--- src/design/mdio_clause22_master_core_defines.svh ---
// assertion macros used by the mdio frame sequencer
`ifndef MDIO_CLAUSE22_MASTER_CORE_DEFINES_SVH
`define MDIO_CLAUSE22_MASTER_CORE_DEFINES_SVH

// same-cycle implication, disabled while reset is low
`define MDIO_ASSERT_NOW(lbl, clk, rst_n, ante, cons) \
  lbl: assert property (@(posedge clk) disable iff (!rst_n) (ante) |-> (cons)) \
    else $error("mdio master check failed");

// next-cycle implication, disabled while reset is low
`define MDIO_ASSERT_NEXT(lbl, clk, rst_n, ante, cons) \
  lbl: assert property (@(posedge clk) disable iff (!rst_n) (ante) |=> (cons)) \
    else $error("mdio master check failed");

`endif

--- src/design/mdio_c22_pkg.sv ---
// ----------------------------------------------------------------------------
// mdio_c22_pkg
// Shared types and constants of the clause-22 mdio management master.
// ----------------------------------------------------------------------------
package mdio_c22_pkg;

  localparam int unsigned PreambleBitsDef = 32;
  localparam int unsigned FrameBits       = 32;
  localparam int unsigned DrivenReadBits  = 14;
  localparam int unsigned AddrW           = 5;
  localparam int unsigned DataW           = 16;
  localparam int unsigned InDataW         = 24;
  localparam int unsigned OutDataW        = 24;
  localparam int unsigned StatusW         = 3;

  typedef enum logic [StatusW-1:0] {
    StIdle     = 3'd0,
    StBusy     = 3'd1,
    StDone     = 3'd2,
    StTaError  = 3'd3,
    StRejected = 3'd4
  } status_e;

  typedef struct packed {
    logic             mdio_out;
    logic             mdio_drive;
    status_e          status;
    logic [DataW-1:0] read_data;
  } result_t;

endpackage

--- src/design/mdio_c22_frame.sv ---
// ----------------------------------------------------------------------------
// mdio_c22_frame
// Frame sequencer: holds the transaction state and works out one result
// per accepted item.
// ----------------------------------------------------------------------------
`include "mdio_clause22_master_core_defines.svh"

module mdio_c22_frame #(
  parameter int unsigned PreambleBits = mdio_c22_pkg::PreambleBitsDef
) (
  input  logic                              clk_i,
  input  logic                              rst_ni,
  input  logic                              cfg_we_i,
  input  logic [mdio_c22_pkg::AddrW-1:0]    cfg_phy_i,
  input  logic                              step_i,
  input  logic                              func_i,
  input  logic                              is_read_i,
  input  logic [mdio_c22_pkg::AddrW-1:0]    reg_address_i,
  input  logic [mdio_c22_pkg::DataW-1:0]    write_data_i,
  input  logic                              mdio_in_i,
  output mdio_c22_pkg::result_t             result_o
);

  localparam int unsigned IdxW = $clog2(PreambleBits + mdio_c22_pkg::FrameBits);
  localparam int unsigned QW   = $clog2(mdio_c22_pkg::FrameBits);
  localparam logic [IdxW-1:0] PreIdx  = IdxW'(PreambleBits);
  localparam logic [QW-1:0]   QLast   = QW'(mdio_c22_pkg::FrameBits - 1);
  localparam logic [QW-1:0]   QTa1    = QW'(mdio_c22_pkg::DrivenReadBits);
  localparam logic [QW-1:0]   QTa2    = QW'(mdio_c22_pkg::DrivenReadBits + 1);

  logic [mdio_c22_pkg::AddrW-1:0]           phy_q;
  logic                                     busy_q, busy_d;
  logic                                     read_q, read_d;
  logic [IdxW-1:0]                          idx_q, idx_d;
  logic [mdio_c22_pkg::FrameBits-1:0]       shift_q, shift_d;
  logic [mdio_c22_pkg::DataW-1:0]           in_q, in_d;
  logic [IdxW-1:0]                          q_full;
  logic [QW-1:0]                            q;
  logic [mdio_c22_pkg::DataW-1:0]           in_next;
  logic                                     level;

  always_ff @(posedge clk_i or negedge rst_ni) begin
    if (!rst_ni) begin
      phy_q   <= '0;
      busy_q  <= 1'b0;
      read_q  <= 1'b0;
      idx_q   <= '0;
      shift_q <= '0;
      in_q    <= '0;
    end else begin
      if (cfg_we_i) begin
        phy_q <= cfg_phy_i;
      end
      busy_q  <= busy_d;
      read_q  <= read_d;
      idx_q   <= idx_d;
      shift_q <= shift_d;
      in_q    <= in_d;
    end
  end

  assign q_full  = idx_q - PreIdx;
  assign q       = q_full[QW-1:0];
  assign in_next = {in_q[mdio_c22_pkg::DataW-2:0], mdio_in_i};
  assign level   = shift_q[QLast - q];

  always_comb begin
    busy_d   = busy_q;
    read_d   = read_q;
    idx_d    = idx_q;
    shift_d  = shift_q;
    in_d     = in_q;
    result_o = '{mdio_out: 1'b0, mdio_drive: 1'b0,
                 status: mdio_c22_pkg::StIdle, read_data: '0};
    if (step_i) begin
      if (func_i) begin
        if (busy_q) begin
          result_o.status = mdio_c22_pkg::StRejected;
        end else begin
          // ST 01, OP, phy, reg, then TA 10 and data for a write
          read_d  = is_read_i;
          shift_d = {2'b01, is_read_i, ~is_read_i, phy_q, reg_address_i,
                     ~is_read_i, 1'b0,
                     is_read_i ? {mdio_c22_pkg::DataW{1'b0}} : write_data_i};
          idx_d   = '0;
          in_d    = '0;
          busy_d  = 1'b1;
          result_o.status = mdio_c22_pkg::StBusy;
        end
      end else if (busy_q) begin
        idx_d = idx_q + 1'b1;
        result_o.status = mdio_c22_pkg::StBusy;
        if (idx_q < PreIdx) begin
          result_o.mdio_out   = 1'b1;
          result_o.mdio_drive = 1'b1;
        end else if (!read_q || q < QTa1) begin
          result_o.mdio_out   = level;
          result_o.mdio_drive = 1'b1;
          if (q == QLast) begin
            busy_d = 1'b0;
            result_o.status = mdio_c22_pkg::StDone;
          end
        end else if (q == QTa1) begin
          // first turnaround bit: released, sample ignored
          result_o.status = mdio_c22_pkg::StBusy;
        end else if (q == QTa2) begin
          if (mdio_in_i) begin
            busy_d = 1'b0;
            result_o.status = mdio_c22_pkg::StTaError;
          end
        end else begin
          in_d = in_next;
          if (q == QLast) begin
            busy_d = 1'b0;
            result_o.status    = mdio_c22_pkg::StDone;
            result_o.read_data = in_next;
          end
        end
      end
    end
  end

  `MDIO_ASSERT_NEXT(a_done_goes_idle, clk_i, rst_ni,
    step_i && (result_o.status == mdio_c22_pkg::StDone), !busy_q)
  `MDIO_ASSERT_NOW(a_drive_only_busy_tick, clk_i, rst_ni,
    result_o.mdio_drive, step_i && !func_i && busy_q)
  `MDIO_ASSERT_NEXT(a_start_loads, clk_i, rst_ni,
    step_i && func_i && !busy_q, busy_q && (idx_q == '0) && (in_q == '0))
  `MDIO_ASSERT_NOW(a_data_only_on_done, clk_i, rst_ni,
    result_o.read_data != '0, result_o.status == mdio_c22_pkg::StDone)

endmodule

--- src/design/mdio_c22_outreg.sv ---
// ----------------------------------------------------------------------------
// mdio_c22_outreg
// Result register: holds one result until the downstream side takes it.
// ----------------------------------------------------------------------------
module mdio_c22_outreg (
  input  logic                  clk_i,
  input  logic                  rst_ni,
  input  logic                  load_i,
  input  mdio_c22_pkg::result_t result_i,
  output logic                  free_o,
  output logic                  m_axis_tvalid_o,
  input  logic                  m_axis_tready_i,
  output mdio_c22_pkg::result_t result_o
);

  logic                  valid_q;
  mdio_c22_pkg::result_t data_q;

  // free when empty or the held result leaves this cycle
  assign free_o          = !valid_q || m_axis_tready_i;
  assign m_axis_tvalid_o = valid_q;
  assign result_o        = data_q;

  always_ff @(posedge clk_i or negedge rst_ni) begin
    if (!rst_ni) begin
      valid_q <= 1'b0;
    end else if (free_o) begin
      valid_q <= load_i;
    end
  end

  always_ff @(posedge clk_i) begin
    if (load_i) begin
      data_q <= result_i;
    end
  end

endmodule

--- src/design/mdio_clause22_master_core.sv ---
// a result is registered and offered in the cycle after its item is accepted
// throughput: one item per cycle; the single result register sets the pace,
//   and input stalls only while that register holds an untaken result
// reset: rst_ni low clears the phy address to 0, the master to idle and the
//   result register to empty
// ----------------------------------------------------------------------------
// mdio_clause22_master_core
// Clause-22 mdio management master, one mdc bit period per tick transfer.
// ----------------------------------------------------------------------------
module mdio_clause22_master_core #(
  parameter int unsigned PreambleBits = mdio_c22_pkg::PreambleBitsDef
) (
  input  logic                                  clk_i,
  input  logic                                  rst_ni,
  input  logic                                  cfg_valid_i,
  output logic                                  cfg_ready_o,
  input  logic [mdio_c22_pkg::AddrW-1:0]        cfg_data_i,      // phy_address
  input  logic                                  s_axis_tvalid_i,
  output logic                                  s_axis_tready_o,
  // is_read[0], reg_address[5:1], write_data[21:6], mdio_in[22], zero [23]
  input  logic [mdio_c22_pkg::InDataW-1:0]      s_axis_tdata_i,
  input  logic                                  s_axis_tuser_i,  // func
  output logic                                  m_axis_tvalid_o,
  input  logic                                  m_axis_tready_i,
  // mdio_out[0], mdio_drive[1], read_data[17:2], zero [23:18]
  output logic [mdio_c22_pkg::OutDataW-1:0]     m_axis_tdata_o,
  output logic [mdio_c22_pkg::StatusW-1:0]      m_axis_tuser_o   // status
);

  logic                  accept;
  logic                  free;
  mdio_c22_pkg::result_t step_res;
  mdio_c22_pkg::result_t out_res;

  assign cfg_ready_o     = 1'b1;
  assign s_axis_tready_o = free;
  assign accept          = s_axis_tvalid_i && free;

  mdio_c22_frame #(
    .PreambleBits (PreambleBits)
  ) u_frame (
    .clk_i         (clk_i),
    .rst_ni        (rst_ni),
    .cfg_we_i      (cfg_valid_i),
    .cfg_phy_i     (cfg_data_i),
    .step_i        (accept),
    .func_i        (s_axis_tuser_i),
    .is_read_i     (s_axis_tdata_i[0]),
    .reg_address_i (s_axis_tdata_i[5:1]),
    .write_data_i  (s_axis_tdata_i[21:6]),
    .mdio_in_i     (s_axis_tdata_i[22]),
    .result_o      (step_res)
  );

  mdio_c22_outreg u_outreg (
    .clk_i           (clk_i),
    .rst_ni          (rst_ni),
    .load_i          (accept),
    .result_i        (step_res),
    .free_o          (free),
    .m_axis_tvalid_o (m_axis_tvalid_o),
    .m_axis_tready_i (m_axis_tready_i),
    .result_o        (out_res)
  );

  assign m_axis_tdata_o = {6'b0, out_res.read_data, out_res.mdio_drive, out_res.mdio_out};
  assign m_axis_tuser_o = out_res.status;

endmodule
--- config.mk ---
export PLATFORM = sky130hd
export DESIGN_NAME = mdio_clause22_master_core
export DESIGN_NICKNAME = d
export VERILOG_FILES = /design/src/design/mdio_c22_pkg.sv /design/src/design/mdio_c22_frame.sv /design/src/design/mdio_c22_outreg.sv /design/src/design/mdio_clause22_master_core.sv
export VERILOG_INCLUDE_DIRS = /design/src /design/src/design
export SDC_FILE = /design/constraint.sdc
export NUM_CORES = 1
export LEC_CHECK = 0
export ABC_AREA = 1
export BUFFER_PORTS_ARGS = -buffer_cell sky130_fd_sc_hd__buf_2
export CELL_PAD_IN_SITES_DETAIL_PLACEMENT = 1
export CELL_PAD_IN_SITES_GLOBAL_PLACEMENT = 2
export CORE_AREA = 2 2 73 145
export CTS_CLUSTER_DIAMETER = 30
export DETAILED_ROUTE_END_ITERATION = 16
export DIE_AREA = 0 0 75 147
export GPL_TIMING_DRIVEN = 0
export PLACE_DENSITY_LB_ADDON = 0.1
export SLEW_MARGIN = 30
export SYNTH_ARGS = -nofsm -noshare
export SYNTH_HDL_FRONTEND = slang
export SYNTH_SLANG_ARGS = --single-unit
--- constraint.sdc ---
create_clock -name clk_i -period 3.5 [get_ports clk_i]
set_clock_uncertainty 0.05 [all_clocks]
set_input_delay 0.875 -clock clk_i [delete_from_list [all_inputs] [get_ports clk_i]]
set_output_delay 0.875 -clock clk_i [all_outputs]
set_load 0.1 [all_outputs]
; Word level (Yosys, flattened, before mapping)
; Index checks and enable logic that the tools add are counted.
[word_totals]
n_memories = 0
reg_bits = 80
romBits = 0
inputBits = 35
wordCells = 75
output_inout_bits = 30
ramBits = 0
latch_bits = 0
[op_classes]
n_reduce_logical = 11
bitwise_logic = 3
n_addsub = 3
n_mux = 36
multipliers = 0
n_div = 0
n_eq_ne = 8
magnitude_cmp = 3
shifts = 0
[op_table]
columns = operator, n
row1 = two-way mux 15 bit, 7
row2 = two-way mux 16 bit, 4
row3 = two-way mux 19 bit, 2
row4 = two-way mux 18 bit, 1
row5 = two-way mux 6 bit, 3
row6 = two-way mux 3 bit, 5
row7 = "equality test 5 x 4 -> 1 bit, second input constant", 2
row8 = "inequality test 2 bit, second input constant", 5
row9 = two-way mux 1 bit, 9
row10 = two-way mux 2 bit, 4
row11 = AND reduction 7 bit, 1
row12 = OR reduction 7 bit, 1
row13 = "adder 6 x 1 -> 6 bit, second input constant", 1
row14 = "< comparator 5 x 6 -> 1 bit, second input constant", 1
row15 = "< comparator 6 bit, second input constant", 1
row16 = AND reduction 3 bit, 2
row17 = binary-select mux 1 bit (select 5 bit), 1
row18 = "equality test 5 bit, second input constant", 1
row19 = "< comparator 5 x 4 -> 1 bit, second input constant", 1
row20 = "subtractor 5 x 1 -> 5 bit, second input constant", 1
row21 = "subtractor 5 bit, first input constant", 1
row22 = NOT 1 bit, 3
row23 = zero test 1 bit, 2
row24 = logical OR 1 bit, 2
row25 = other kinds (3), 3

; Logic depth before layout (Yosys ltp)
[depth]
word_depth = 9
ltp_mapped = 12

; Modules after synthesis
; From an unflattened synthesis, not the netlist that was laid out.
[unflattened]
hier_cells = 391
area_unflattened_um2 = 3598.5
[by_module_without_submodules]
columns = mod, instances, area_per_inst_um2, cells_each, seq_area_each_um2
row1 = mdio_c22_frame, 1, 2855.2, 354, 1401.3
row2 = mdio_c22_outreg, 1, 675.6, 26, 655.6
row3 = mdio_clause22_master_core, 1, 67.6, 11, 0.0

; Worst setup path before layout
; OpenSTA, ideal clock, no wires.
[synth_timing]
kind = flip-flop to flip-flop
from = register u_outreg.valid_q (netlist: u_outreg.m_axis_tvalid_o)
to = register u_frame.shift_q[10] in the netlist's numbering
arrival_ns = 2.701
setup_slack_ns = 0.619
t_required_ns = 3.320
setup_time_ns = 0.130
path_stages_with_launch = 8
path_cell_list = dfrtp_1 nand2_2 nand2_2 inv_1 nand2_2 inv_1 clkbuf_1 o21ai_0
[synth_between]
elab_chain_len = 4
[synth_lines]
columns = item, line
row1 = start: declaration, mdio_c22_outreg.sv:16  ; logic valid_q;
row2 = start signal: assignment, mdio_c22_outreg.sv:28  ; valid_q <= load_i;
row3 = zero test 1 bit, mdio_c22_outreg.sv:20  ; assign free_o = !valid_q || m_axis_tready_i;
row4 = logical OR 1 bit, mdio_c22_outreg.sv:20
row5 = via s_axis_tready_o, mdio_clause22_master_core.sv:19  ; output logic s_axis_tready_o,
row6 = logical AND 1 bit, mdio_clause22_master_core.sv:37  ; assign accept = s_axis_tvalid_i && free;
row7 = via accept, mdio_clause22_master_core.sv:30  ; logic accept;
row8 = AND reduction 3 bit (no line), --
row9 = end signal: assignment, mdio_c22_frame.sv:57  ; shift_q <= shift_d;
row10 = end: declaration, mdio_c22_frame.sv:35  ; logic [mdio_c22_pkg::FrameBits-1:0] shift_q, shift_d;
; The timed path passes the listed nets, and every way through them passes these cells.
; A chain may end at the register's enable or synchronous reset.

; Worst setup path in the final report
[layout_timing]
from = input port m_axis_tready_i
to = register u_frame.shift_q[5] in the netlist's numbering
[layout_between]
elab_chain_len = 3
[layout_lines]
columns = item, line
row1 = start: declaration, mdio_clause22_master_core.sv:24  ; input logic m_axis_tready_i,
row2 = logical OR 1 bit, mdio_c22_outreg.sv:20
row3 = logical AND 1 bit, mdio_clause22_master_core.sv:37
row4 = via accept, mdio_clause22_master_core.sv:30
row5 = AND reduction 3 bit (no line), --
; The timed path passes the listed nets, and every way through them passes these cells.

==> results.cfg <==
[logic_synthesis]
synth.avg_cell_area_um2 = 9.39
synth_common_cells = nand2_1 (90), inv_1 (59), dfrtp_1 (57)
ys_seq_area_frac = 0.567
yosysTopAreaCellShare = 0.393
ys_async_sr_fraction = 0.731
synth_largest_area_cell = dfrtp_1
synth_edf_count = 21
synth_seq_cells = 78
syn_inst = 386
synth_area_leaders = dfrtp_1 (39%), edfxtp_1 (17%), nand2_1 (9.3%), inv_1 (6.1%), o21ai_0 (5.1%)
synth_most_common_cell = nand2_1
yosys.cell_types.count = 31
synth_area_um2 = 3630
dominantRegCellSynth = dfrtp_1
ys_warn_count = 0

[clock_network]
clock_latency_ps = 340
root_buffer = clkbuf_16
htree_num_levels = 3
ctsResizeCount = 0
clock-sinks = 78
cts-hold-fix-buffers = 0
postCtsSetupBuffers = 0
cts_tree = built
clk_pin_slew_ps = 60
cts_made_buffers = 9
cts_buffer_depth = 2

[drt]
vias = 2728
postRouteAntennaNets = 0
first_pass_iters = 4
wl_um = 8320
wl_per_cell_um = 13.9
via_per_inst = 4.57
drtIter0Drc = 167
route.detailed.drc = 0

[floorplanning]
core_um2 = 9950
dieHeight_um = 147
dieArea_um2 = 11000
ioPinCount = 65
die_x_um = 75
fp-row-count = 52
initial_core_util = 0.364

[finish]
syn_to_final_growth_pct = 20.6
fin_nets = 497
stdcell_count = 597
drive_gt1_frac = 0.253
num_antenna_cells = 0
nFillCells = 1188

[setup_path]
crit_top_cell = nand2_2
slowest_stage = clkinv_1
crit_path_max_fanout = 24
crit_family = buffers and inverters
cpPeakStageDelay_ps = 720
worstPathArrival_ps = 3000
start_kind = input pin
r2r_slack_ps = 1020
crit_path_end_kind = register
crit_buf_inv = 5
path_class = in2reg
crit_required_ps = 3710
crit_chain = buf_2 > inv_1 > nand2_2 > nand2_2 > clkinv_1 > nand2_2 > inv_1 > clkbuf_1 > o21ai_0

[global_route]
track_usage = 0.170
antenna_found_initial = 0
grt_overflow_total = 0
grt_pass1_vias = 3005
grt_max_degree = 58
grt_pass1_wl_um = 14300

[timing]
whs_ps = 425
min_period_over_period = 0.799
hold_viol = 0
worstMarginPinSlew_ps = 899
slew_headroom = 0.397
max_clock_freq_mhz = 358
tns_ps = 0
setup_viol = 0
period_minus_slack_ps = 2790
grt_setup_unrepaired = false
slew_violations = 0

[power]
p_leak_uw = 0.00206
power_density_nw_per_um2 = 619
irDropWorstVdd_mv = 0.470
total_power_uw = 2710

[place]
dp.cells = 581
dpl.hpwl_um = 5950
gp_congestion = 0.794
port_buffers = 55

[worst_hold_path]
min_path_type = reg2reg

[run]
drv_cap = 0

[outcome]
status = finished clean
[stage by stage]
| step | instance area, um2 | setup slack (ps) | utilization |
|---|---|---|---|
| after floorplan | 3640 | 619 | - |
| after global placement | 4090 | 438 | 0.411 |
| after detailed placement | 4090 | 300 | 0.411 |
| after CTS | 4370 | 652 | 0.439 |
| after global routing | 4370 | 427 | 0.439 |
| final | 4370 | 705 | 0.439 |
[worst register-to-register path, delay by kind of cell, from the launching register on]
kind | cells | cell delay [ps]
compound gates | 1 | 200
buf+inv | 3 | 1200
flops | 1 | 350
simple gates | 3 | 590
[power breakdown]
group          total, uW  switching, uW  leakage [uW]  internal [uW]
clock network        890            403      0.000125            487
registers           1130           65.8      0.000922           1060
logic                686            479       0.00101            206
total               2710            948       0.00206           1760
[sequential cells by signal, indices dropped and copies added, names as in the netlist]
name                      flops
u_frame.busy_q                1
u_frame.in_q                 15
u_outreg.m_axis_tvalid_o      1
u_frame.idx_q                 6
u_frame.shift_q              29
u_outreg.result_o            21
u_frame.phy_q                 5
[path summary, 6_finish.rpt]
path	end	startpoint	cells past startpoint
setup / recovery	u_frame.shift_q[5]$_DFFE_PN0P_	m_axis_tready_i	9
hold / removal	u_frame.shift_q[30]$_DFFE_PN0P_	u_frame.shift_q[30]$_DFFE_PN0P_	1
setup reg to reg	u_frame.shift_q[5]$_DFFE_PN0P_	u_outreg.m_axis_tvalid_o$_DFFE_PN0N_	7
hold reg to reg	u_frame.shift_q[30]$_DFFE_PN0P_	u_frame.shift_q[30]$_DFFE_PN0P_	1
max in group asynchronous	u_frame.idx_q[5]$_DFFE_PN0P_	rst_ni	1
min in group asynchronous	u_frame.shift_q[13]$_DFFE_PN0P_	rst_ni	1
[routing by layer]
layer	up-vias	global-route usage	wire length, um
met2	46	0.274	4250
li1	1356	-	-
met4	0	0.0714	181
met5	-	0	0
met3	13	0.0329	240
met1	1313	0.217	3650
[cell usage in the layout (no fill, tap or decap), types with 5 or more instances in the layout]
master,count
buf_2,56
o22ai_1,6
buf_4,11
nor2_1,27
nand2_2,5
nand2_1,90
conb_1,7
inv_1,58
dfrtp_1,57
nand3_1,20
a21oi_1,8
ha_1,5
o22ai_2,10
edfxtp_1,21
o21ai_0,37
clkbuf_16,9
[logic make-up after synthesis]
logic type,after synthesis,share of synthesized area
other,2,0.00207
AND/OR/NAND/NOR,156,0.193
AO/OA/AOI/OAI,64,0.115
adder cells (fa/ha/maj),5,0.0173
flip-flops,78,0.567
buffers and inverters,81,0.106
[final cells by class]
class                      instances  area [um2]  area share
clock inverter                     7        56.3      0.0129
buffer                            20         155      0.0355
sequential                        78        2060       0.470
inverter                          61         229      0.0524
clock buffer                       9         225      0.0515
timing repair buffer              55         278      0.0635
tap                              135         169      0.0386
multi-input combinational        232        1200       0.275
Power figures use the tool's default switching activity.
